**config.mk**
```make
export PLATFORM = sky130hd
export DESIGN_NAME = pid_motor_drive_with_startup
export DESIGN_NICKNAME = d
export VERILOG_FILES = /design/src/sv/pmd_pkg.sv /design/src/sv/pmd_prep.sv /design/src/sv/pmd_mult.sv /design/src/sv/pmd_post.sv /design/src/sv/pid_motor_drive_with_startup.sv
export SDC_FILE = /design/constraint.sdc
export NUM_CORES = 2
export LEC_CHECK = 0
export BUFFER_PORTS_ARGS = -buffer_cell sky130_fd_sc_hd__buf_2
export CORE_MARGIN = 2
export CORE_UTILIZATION = 40
export DETAILED_ROUTE_END_ITERATION = 8
export GPL_ROUTABILITY_DRIVEN = 0
export GPL_TIMING_DRIVEN = 0
export REMOVE_ABC_BUFFERS = 1
export SLEW_MARGIN = 10
export SYNTH_ARGS = -nofsm -noshare
export SYNTH_HDL_FRONTEND = slang
export SYNTH_SLANG_ARGS = --single-unit
```
**constraint.sdc**
```tcl
create_clock -name clk -period 8.4 [get_ports clk]
set_input_delay 0.84 -clock clk [delete_from_list [all_inputs] [get_ports clk]]
set_output_delay 0.84 -clock clk [all_outputs]
set_load 0.01 [all_outputs]
```
**src/sv/pmd_pkg.sv**
```systemverilog
`timescale 1ns / 1ps
// ----------------------------------------------------------------------------
// pmd_pkg
// Shared widths, register indexes and stage types of the PID motor drive.
// ----------------------------------------------------------------------------
package pmd_pkg;

    localparam int DATA_W   = 16;   // every register and input field
    localparam int ERR_W    = 17;   // target - measured
    localparam int SUM_W    = 32;   // saturating error sum
    localparam int PDIFF_W  = 19;   // 3*target - 4*measured
    localparam int DDIFF_W  = 17;   // speed - previous speed
    localparam int PPROD_W  = DATA_W + PDIFF_W;
    localparam int IPROD_W  = DATA_W + SUM_W;
    localparam int DPROD_W  = DATA_W + DDIFF_W;
    localparam int U_W      = 52;   // Q.10 loop sum
    localparam int FRAC_W   = 10;
    localparam int CFG_IDX_W = 3;

    localparam logic [CFG_IDX_W-1:0] CFG_KP            = 3'd0;
    localparam logic [CFG_IDX_W-1:0] CFG_KI_TIMES_STEP = 3'd1;
    localparam logic [CFG_IDX_W-1:0] CFG_KD_OVER_STEP  = 3'd2;
    localparam logic [CFG_IDX_W-1:0] CFG_INITIAL_DRIVE = 3'd3;
    localparam logic [CFG_IDX_W-1:0] CFG_GUARD_STEPS   = 3'd4;
    localparam logic [CFG_IDX_W-1:0] CFG_MIN_OUTPUT    = 3'd5;
    localparam logic [CFG_IDX_W-1:0] CFG_MAX_OUTPUT    = 3'd6;

    typedef struct packed {
        logic signed [DATA_W-1:0] kp;
        logic signed [DATA_W-1:0] ki_times_step;
        logic signed [DATA_W-1:0] kd_over_step;
        logic signed [DATA_W-1:0] initial_drive;
        logic        [DATA_W-1:0] guard_steps;
        logic signed [DATA_W-1:0] min_output;
        logic signed [DATA_W-1:0] max_output;
    } cfg_t;

    // prep -> multiply
    typedef struct packed {
        logic                      startup;
        logic                      floor_en;
        logic signed [ERR_W-1:0]   err;
        logic signed [PDIFF_W-1:0] p_diff;
        logic signed [SUM_W-1:0]   err_sum;
        logic signed [DDIFF_W-1:0] d_diff;
    } prep_t;

    // multiply -> post
    typedef struct packed {
        logic                      startup;
        logic                      floor_en;
        logic signed [ERR_W-1:0]   err;
        logic signed [PPROD_W-1:0] p_prod;
        logic signed [IPROD_W-1:0] i_prod;
        logic signed [DPROD_W-1:0] d_prod;
    } prod_t;

endpackage

```
**src/sv/pmd_prep.sv**
```systemverilog
`timescale 1ns / 1ps
// ----------------------------------------------------------------------------
// pmd_prep
// Start-up decision, tick counter, error sum and difference terms.
// ----------------------------------------------------------------------------
module pmd_prep
    import pmd_pkg::*;
(
    input  logic                     clk,
    input  logic                     rst_n,
    input  logic                     load,
    input  logic signed [DATA_W-1:0] target,
    input  logic signed [DATA_W-1:0] measured,
    input  logic signed [DATA_W-1:0] encoder_speed,
    input  cfg_t                     cfg,
    output prep_t                    stage_reg,
    output logic [DATA_W-1:0]        tick_count
);

    logic        [DATA_W-1:0] tick_reg;
    logic signed [SUM_W-1:0]  err_sum_reg;
    logic signed [DATA_W-1:0] prev_speed_reg;

    logic                      first_tick;
    logic                      hold_tick;
    logic                      run_loop;
    logic signed [ERR_W-1:0]   err;
    logic signed [SUM_W:0]     sum_wide;
    logic signed [SUM_W-1:0]   err_sum_next;
    logic signed [PDIFF_W-1:0] t_ext;
    logic signed [PDIFF_W-1:0] m_ext;
    prep_t                     stage_next;

    always_comb
    begin
        first_tick = (tick_reg == '0);
        hold_tick  = (tick_reg == DATA_W'(1)) && (encoder_speed < 16'sd2);
        run_loop   = !first_tick && !hold_tick;

        err      = ERR_W'(target) - ERR_W'(measured);
        sum_wide = (SUM_W+1)'(err) + (SUM_W+1)'(err_sum_reg);
        if (sum_wide[SUM_W] != sum_wide[SUM_W-1])
            err_sum_next = sum_wide[SUM_W] ? {1'b1, {(SUM_W-1){1'b0}}}
                                           : {1'b0, {(SUM_W-1){1'b1}}};
        else
            err_sum_next = sum_wide[SUM_W-1:0];

        t_ext = PDIFF_W'(target);
        m_ext = PDIFF_W'(measured);

        stage_next.startup  = !run_loop;
        stage_next.floor_en = (tick_reg < cfg.guard_steps);
        stage_next.err      = err;
        stage_next.p_diff   = (t_ext <<< 1) + t_ext - (m_ext <<< 2);
        stage_next.err_sum  = err_sum_next;
        stage_next.d_diff   = DDIFF_W'(encoder_speed) - DDIFF_W'(prev_speed_reg);
    end

    always_ff @(posedge clk or negedge rst_n)
    begin
        if (!rst_n)
        begin
            tick_reg       <= '0;
            err_sum_reg    <= '0;
            prev_speed_reg <= '0;
        end
        else if (load)
        begin
            if (first_tick)
                tick_reg <= DATA_W'(1);
            else if (run_loop)
            begin
                err_sum_reg    <= err_sum_next;
                prev_speed_reg <= encoder_speed;
                if (tick_reg != {DATA_W{1'b1}})
                    tick_reg <= tick_reg + DATA_W'(1);
            end
        end
    end

    always_ff @(posedge clk)
    begin
        if (load)
            stage_reg <= stage_next;
    end

    assign tick_count = tick_reg;

endmodule

```
**src/sv/pmd_mult.sv**
```systemverilog
`timescale 1ns / 1ps
// ----------------------------------------------------------------------------
// pmd_mult
// The three gain products, registered.
// ----------------------------------------------------------------------------
module pmd_mult
    import pmd_pkg::*;
(
    input  logic  clk,
    input  logic  load,
    input  prep_t prep,
    input  cfg_t  cfg,
    output prod_t stage_reg
);

    prod_t stage_next;

    always_comb
    begin
        stage_next.startup  = prep.startup;
        stage_next.floor_en = prep.floor_en;
        stage_next.err      = prep.err;
        stage_next.p_prod   = PPROD_W'($signed(cfg.kp)) * PPROD_W'($signed(prep.p_diff));
        stage_next.i_prod   = IPROD_W'($signed(cfg.ki_times_step))
                            * IPROD_W'($signed(prep.err_sum));
        stage_next.d_prod   = DPROD_W'($signed(cfg.kd_over_step))
                            * DPROD_W'($signed(prep.d_diff));
    end

    always_ff @(posedge clk)
    begin
        if (load)
            stage_reg <= stage_next;
    end

endmodule

```
**src/sv/pmd_post.sv**
```systemverilog
`timescale 1ns / 1ps
// ----------------------------------------------------------------------------
// pmd_post
// Q.10 sum, guard floor, clamp, rounding and the held loop values.
// ----------------------------------------------------------------------------
module pmd_post
    import pmd_pkg::*;
(
    input  logic                     clk,
    input  logic                     rst_n,
    input  logic                     load_sum,
    input  logic                     load_out,
    input  prod_t                    prod,
    input  cfg_t                     cfg,
    output logic signed [DATA_W-1:0] drive_reg,
    output logic signed [DATA_W-1:0] raw_reg,
    output logic signed [ERR_W-1:0]  err_reg,
    output logic                     startup_reg
);

    localparam int RND_W = U_W - FRAC_W;

    // half away from zero
    function automatic logic signed [RND_W-1:0] round_q10(input logic signed [U_W-1:0] v);
        logic signed [U_W-1:0] t;
        begin
            t = v + (v[U_W-1] ? U_W'(511) : U_W'(512));
            return t[U_W-1:FRAC_W];
        end
    endfunction

    function automatic logic signed [DATA_W-1:0] sat16(input logic signed [RND_W-1:0] v);
        begin
            if (v > RND_W'(32767))
                return 16'sh7FFF;
            else if (v < -RND_W'(32768))
                return 16'sh8000;
            else
                return v[DATA_W-1:0];
        end
    endfunction

    logic                    startup3_reg;
    logic                    floor3_reg;
    logic signed [ERR_W-1:0] err3_reg;
    logic signed [U_W-1:0]   u3_reg;
    logic signed [U_W-1:0]   u_next;

    logic signed [DATA_W-1:0] held_raw_reg;
    logic signed [ERR_W-1:0]  held_err_reg;

    logic signed [U_W-1:0]    init_q;
    logic signed [U_W-1:0]    hi_q;
    logic signed [U_W-1:0]    lo_q;
    logic signed [U_W-1:0]    u_floor;
    logic signed [RND_W-1:0]  u_rnd;
    logic signed [DATA_W-1:0] raw_next;
    logic signed [DATA_W-1:0] drive_loop;

    always_comb
    begin
        u_next = U_W'($signed(prod.p_prod))
               + (U_W'($signed(prod.i_prod)) <<< 2)
               + (U_W'($signed(prod.d_prod)) <<< 2);
    end

    always_ff @(posedge clk)
    begin
        if (load_sum)
        begin
            startup3_reg <= prod.startup;
            floor3_reg   <= prod.floor_en;
            err3_reg     <= prod.err;
            u3_reg       <= u_next;
        end
    end

    always_comb
    begin
        init_q  = U_W'($signed(cfg.initial_drive)) <<< FRAC_W;
        hi_q    = U_W'($signed(cfg.max_output)) <<< FRAC_W;
        lo_q    = U_W'($signed(cfg.min_output)) <<< FRAC_W;
        u_floor = (floor3_reg && (u3_reg < init_q)) ? init_q : u3_reg;
        u_rnd   = round_q10(u_floor);
        raw_next = sat16(u_rnd);
        // inverted range: above max wins
        if (u_floor > hi_q)
            drive_loop = cfg.max_output;
        else if (u_floor < lo_q)
            drive_loop = cfg.min_output;
        else
            drive_loop = u_rnd[DATA_W-1:0];
    end

    always_ff @(posedge clk or negedge rst_n)
    begin
        if (!rst_n)
        begin
            held_raw_reg <= '0;
            held_err_reg <= '0;
        end
        else if (load_out && !startup3_reg)
        begin
            held_raw_reg <= raw_next;
            held_err_reg <= err3_reg;
        end
    end

    always_ff @(posedge clk)
    begin
        if (load_out)
        begin
            startup_reg <= startup3_reg;
            if (startup3_reg)
            begin
                drive_reg <= cfg.initial_drive;
                raw_reg   <= held_raw_reg;
                err_reg   <= held_err_reg;
            end
            else
            begin
                drive_reg <= drive_loop;
                raw_reg   <= raw_next;
                err_reg   <= err3_reg;
            end
        end
    end

endmodule

```
**src/sv/pid_motor_drive_with_startup.sv**
```systemverilog
`timescale 1ns / 1ps
// The input register loads at the accepting edge, then the prep, multiply, sum and
// output registers follow. Throughput: one word per cycle while m_tready stays high;
// each register stage moves on when the next is free.
// Reset clears configuration to defaults, tick counter, error sum, previous speed
// and the held loop values; all stages come up empty.
// ----------------------------------------------------------------------------
// pid_motor_drive_with_startup
// PID drive with start-up hold, guard floor, clamp and rounding, one tick per word.
// ----------------------------------------------------------------------------
module pid_motor_drive_with_startup
    import pmd_pkg::*;
(
    input  logic                 clk,
    input  logic                 rst_n,

    input  logic                 cfg_wr_en,
    input  logic [CFG_IDX_W-1:0] cfg_index,
    input  logic [DATA_W-1:0]    cfg_data,

    input  logic                 s_tvalid,
    output logic                 s_tready,
    input  logic [47:0]          s_tdata,   // target, measured, encoder_speed

    output logic                 m_tvalid,
    input  logic                 m_tready,
    output logic [55:0]          m_tdata,   // drive, raw_drive, loop_error, zero pad
    output logic                 m_tuser    // in_startup
);

    cfg_t cfg_reg;

    logic v0_reg, v1_reg, v2_reg, v3_reg, vout_reg;
    logic en0, en1, en2, en3, en_out;

    logic signed [DATA_W-1:0] target_reg;
    logic signed [DATA_W-1:0] measured_reg;
    logic signed [DATA_W-1:0] speed_reg;

    prep_t                    prep_stage;
    prod_t                    prod_stage;
    logic [DATA_W-1:0]        tick_count;
    logic signed [DATA_W-1:0] drive;
    logic signed [DATA_W-1:0] raw_drive;
    logic signed [ERR_W-1:0]  loop_error;
    logic                     in_startup;

    always_ff @(posedge clk or negedge rst_n)
    begin
        if (!rst_n)
        begin
            cfg_reg.kp            <= '0;
            cfg_reg.ki_times_step <= '0;
            cfg_reg.kd_over_step  <= '0;
            cfg_reg.initial_drive <= '0;
            cfg_reg.guard_steps   <= '0;
            cfg_reg.min_output    <= 16'sh8000;
            cfg_reg.max_output    <= 16'sh7FFF;
        end
        else if (cfg_wr_en)
        begin
            case (cfg_index)
                CFG_KP:            cfg_reg.kp            <= cfg_data;
                CFG_KI_TIMES_STEP: cfg_reg.ki_times_step <= cfg_data;
                CFG_KD_OVER_STEP:  cfg_reg.kd_over_step  <= cfg_data;
                CFG_INITIAL_DRIVE: cfg_reg.initial_drive <= cfg_data;
                CFG_GUARD_STEPS:   cfg_reg.guard_steps   <= cfg_data;
                CFG_MIN_OUTPUT:    cfg_reg.min_output    <= cfg_data;
                CFG_MAX_OUTPUT:    cfg_reg.max_output    <= cfg_data;
                default:           ;
            endcase
        end
    end

    // a stage loads when it is empty or its word moves on
    assign en_out   = !vout_reg || m_tready;
    assign en3      = !v3_reg || en_out;
    assign en2      = !v2_reg || en3;
    assign en1      = !v1_reg || en2;
    assign en0      = !v0_reg || en1;
    assign s_tready = en0;

    always_ff @(posedge clk or negedge rst_n)
    begin
        if (!rst_n)
        begin
            v0_reg   <= 1'b0;
            v1_reg   <= 1'b0;
            v2_reg   <= 1'b0;
            v3_reg   <= 1'b0;
            vout_reg <= 1'b0;
        end
        else
        begin
            if (en0)    v0_reg   <= s_tvalid;
            if (en1)    v1_reg   <= v0_reg;
            if (en2)    v2_reg   <= v1_reg;
            if (en3)    v3_reg   <= v2_reg;
            if (en_out) vout_reg <= v3_reg;
        end
    end

    always_ff @(posedge clk)
    begin
        if (en0 && s_tvalid)
        begin
            target_reg   <= s_tdata[15:0];
            measured_reg <= s_tdata[31:16];
            speed_reg    <= s_tdata[47:32];
        end
    end

    pmd_prep u_prep (
        .clk           (clk),
        .rst_n         (rst_n),
        .load          (en1 && v0_reg),
        .target        (target_reg),
        .measured      (measured_reg),
        .encoder_speed (speed_reg),
        .cfg           (cfg_reg),
        .stage_reg     (prep_stage),
        .tick_count    (tick_count)
    );

    pmd_mult u_mult (
        .clk       (clk),
        .load      (en2 && v1_reg),
        .prep      (prep_stage),
        .cfg       (cfg_reg),
        .stage_reg (prod_stage)
    );

    pmd_post u_post (
        .clk         (clk),
        .rst_n       (rst_n),
        .load_sum    (en3 && v2_reg),
        .load_out    (en_out && v3_reg),
        .prod        (prod_stage),
        .cfg         (cfg_reg),
        .drive_reg   (drive),
        .raw_reg     (raw_drive),
        .err_reg     (loop_error),
        .startup_reg (in_startup)
    );

    assign m_tvalid = vout_reg;
    assign m_tdata  = {7'd0, loop_error, raw_drive, drive};
    assign m_tuser  = in_startup;

`ifndef SYNTHESIS
    // empty pipe must take a word
    assert property (@(posedge clk) disable iff (!rst_n)
        !(v0_reg || v1_reg || v2_reg || v3_reg || vout_reg) |-> s_tready)
        else $error("pipe empty but input not ready");

    // counter never returns to zero
    assert property (@(posedge clk) disable iff (!rst_n)
        (tick_count != '0) |=> (tick_count != '0))
        else $error("tick counter went back to zero");

    // newest state update was a start-up tick, so the counter sits at one
    assert property (@(posedge clk) disable iff (!rst_n)
        (v1_reg && prep_stage.startup) |-> (tick_count == DATA_W'(1)))
        else $error("start-up word with tick counter not at one");
`endif

endmodule

```
==> impl_metrics.csv <==
group,metric,value,unit
setup_path,crit_end,"u_mult.stage_reg[114]$_DFFE_PP_",
grt,grt_max_degree,88,
route,wl,189,mm
setup_path,critPathLaunch,"cfg_reg[99]$_DFFE_PN0P_",
clock_network,clockBufferDepth,3,
sta,fin_crit,8010,ps
sta,setup_violations,0,
clock_network,insertion_delay,710,ps
floorplan,ios,131,
setup_path,crit_type,"register to register",
synthesis,syn-cell-area,0.0724,mm^2
grt,grt_antenna_before_repair,11,
route,final_antenna_net_count,0,
setup_path,r2r_slack,390,ps
route,drc,0,
clock_network,cts_made_buffers,73,
route,post_drt_wl_per_cell,19.4,um
setup_path,critPathMaxFanout,20,
cells_and_area,final_common_cell,"inv_1",
clock_network,cts_tree,"done",
sta,slew_violations,0,
setup_path,r2r_end,"u_mult.stage_reg[114]$_DFFE_PP_",
sta,skew,44.5,ps
clock_network,cts_root_buffer,"clkbuf_16",
setup_path,r2r_cells,24,
setup_path,timing.rr.start,"cfg_reg[99]$_DFFE_PN0P_",
synthesis,avgSynthCellArea,10.0,um^2
synthesis,synth_edf_count,391,
synthesis,async_flop_share,0.354,
route,drt_first_pass_iters,5,
clock_network,cts_hold_buf,0,
placement,io_buffers,123,
cells_and_area,area_growth_syn_to_layout,9.68,%
cells_and_area,fin_area,0.0794,mm^2
floorplan,start_util,0.401,
sta,fin_crit_sh,0.953,
sta,hold_violations,0,
setup_path,required,8840,ps
sta,tightest_slew,1290,ps
min_path,hold_path.class,"input port to asynchronous set/reset pin",
floorplan,dieArea,0.184,mm^2
cells_and_area,fin_nets,9085,
placement,dpl.hpwl,145,mm
route,drtIter0Drc,3798,
run_status,status,"completed",
clock_network,cts.sinks,605,
sta,fmax,125,MHz
grt,grt_pass1_wl,302,mm
sta,slew_headroom,0.140,
floorplan,rows,156,
setup_path,arrival,8440,ps
floorplan,die_y,429,um
cells_and_area,largest_register_ffs,135,
grt,groute.usage.overall,0.209,
synthesis,synth_cell_type_count,90,
grt,overflow,0,
synthesis,synth-main-ff-cell,"edfxtp_1",
cells_and_area,drive_gt1_frac,0.0904,
synthesis,syn_inst,7211,
floorplan,core_area,0.180,mm^2
setup_path,worst_setup_path_end_kind,"register",
synthesis,ys.warnings.count,0,
floorplan,dieWidth,429,um
synthesis,ys_ff_latch,605,
clock_network,clk_pin_slew,60,ps
setup_path,cp-start-kind,"register",
route,drt-vias-per-instance,5.23,
synthesis,yosysSeqAreaShare,0.236,
job,maxCapViolCount,0,
grt,grt_pass1_vias,53729,
clock_network,htree_levels,3,
cells_and_area,final_cell_mix,"inv_1 (1,354), fa_1 (1,133), nand2_1 (921), ha_1 (566), and2_1 (405)",
placement,place_area,0.0756,mm^2
route,via_count,51009,
-- routing by layer --
layer | wire length (um) | part of all wire | vias up | GRT usage
met5 | 0 | 0 | - | 0
met4 | 5910 | 0.031 | 0 | 0.0600
met3 | 11700 | 0.062 | 315 | 0.0343
met2 | 88500 | 0.47 | 1447 | 0.342
met1 | 83100 | 0.44 | 26074 | 0.285
li1 | - | - | 23173 | -
-- cell type report --
class	instances	area (um^2)
diodes	6	15.0
clock buffers	95	1990
clock inverters	41	467
fillers	17114	101000
inverters	1356	5100
multi-input cells	5008	49500
flip-flops and latches	605	17200
well taps	2370	2970
repair buffers	269	2190
repair inverters	1	7.51
-- logic make-up (layout without fill, tap and decap cells) --
logic type                 after synthesis  after routing  share of synthesized area
AOI/OAI and AO/OA                      844            844                     0.0753
buffers and inverters                 1605           1762                     0.0841
adders and majority gates             1706           1706                      0.412
and+or+nand+nor                       2018           2019                      0.134
DFF                                    605            605                      0.236
other                                    1             13                  0.0000518
muxes                                  174            174                     0.0267
xor gates and xnor gates               258            258                     0.0312
-- critical path, cell delays in order (launching register included) --
cell      delay (ps)
dfrtp_2          680
nand2_1          130
fa_1             500
inv_1             50
fa_1             570
fa_1             460
fa_1             550
inv_1             50
fa_1             480
inv_1             50
fa_1             430
ha_1             360
a21oi_1          210
nor2b_1           90
a211oi_1         410
nor2_1           140
nand2_1          130
a31oi_1          140
a41o_1           300
o41ai_2          470
o211ai_1         270
o41a_1           380
a211oi_1         330
a21oi_1          130
xor2_1           410
-- synth_stat cells, drive strengths merged, types with 8 or more instances --
master | instances | area (um^2)
mux2i | 20 | 200
a31oi | 29 | 181
a21o | 99 | 743
o22ai | 8 | 50.1
nor3 | 67 | 352
nor2b | 41 | 257
mux2 | 154 | 1730
or4 | 9 | 67.6
a21boi | 23 | 173
a31o | 8 | 70.1
edfxtp | 391 | 11700
nor2 | 209 | 787
fa | 1133 | 22700
or2 | 11 | 68.8
xor2 | 59 | 517
o311ai | 31 | 302
buf | 22 | 143
o21a | 37 | 278
xnor2 | 199 | 1740
dfstp | 16 | 420
nand2b | 107 | 669
nand3 | 94 | 475
dfrtp | 198 | 4950
inv | 1356 | 5090
nand4 | 48 | 307
ha | 566 | 7080
nor4 | 25 | 169
or3 | 17 | 106
a41oi | 8 | 70.1
o211ai | 27 | 208
and3 | 31 | 194
clkbuf | 227 | 852
and2 | 408 | 2550
a21oi | 234 | 1170
a211oi | 37 | 298
o31ai | 11 | 82.6
o21ai | 199 | 1000
o21bai | 27 | 203
nand2 | 926 | 3480
-- repair_timing --
| action | in CTS | in global routing |
|---|---|---|
| gates resized for setup | 32 | 34 |
| setup buffers | 42 | 75 |
| setup endpoints to repair | 103 | 121 |
| cloned | 2 | 0 |
| pin swaps | 3 | 3 |
-- stage by stage --
step	util	TNS, ps	hold WS (ps)	worst slack (ps)	cells
after floorplan	-	-11500	400	-400	6968
after global placement	0.416	-186140	401	-3270	9461
after detailed placement	0.419	-45580	405	-1220	9490
after CTS	0.435	0	143	0.201	9670
after global routing	0.440	-10.7	175	-10.7	9746
final	0.440	0	150	391	9751
-- worst min-delay path by stage --
stage	endpoint	slack, ps
2_1_floorplan	u_mult.stage_reg[116]$_DFFE_PP_	400
3_3_place_gp	u_mult.stage_reg[116]$_DFFE_PP_	400
3_5_place_dp	u_mult.stage_reg[117]$_DFFE_PP_	400
4_1_cts	cfg_reg[71]$_DFFE_PN0P_	140
5_1_grt	cfg_reg[45]$_DFFE_PN0P_	180
6_report	cfg_reg[45]$_DFFE_PN0P_	150
Power is not shown: default switching activity piles up to over one toggle a cycle in this logic, so the estimate is an artifact.
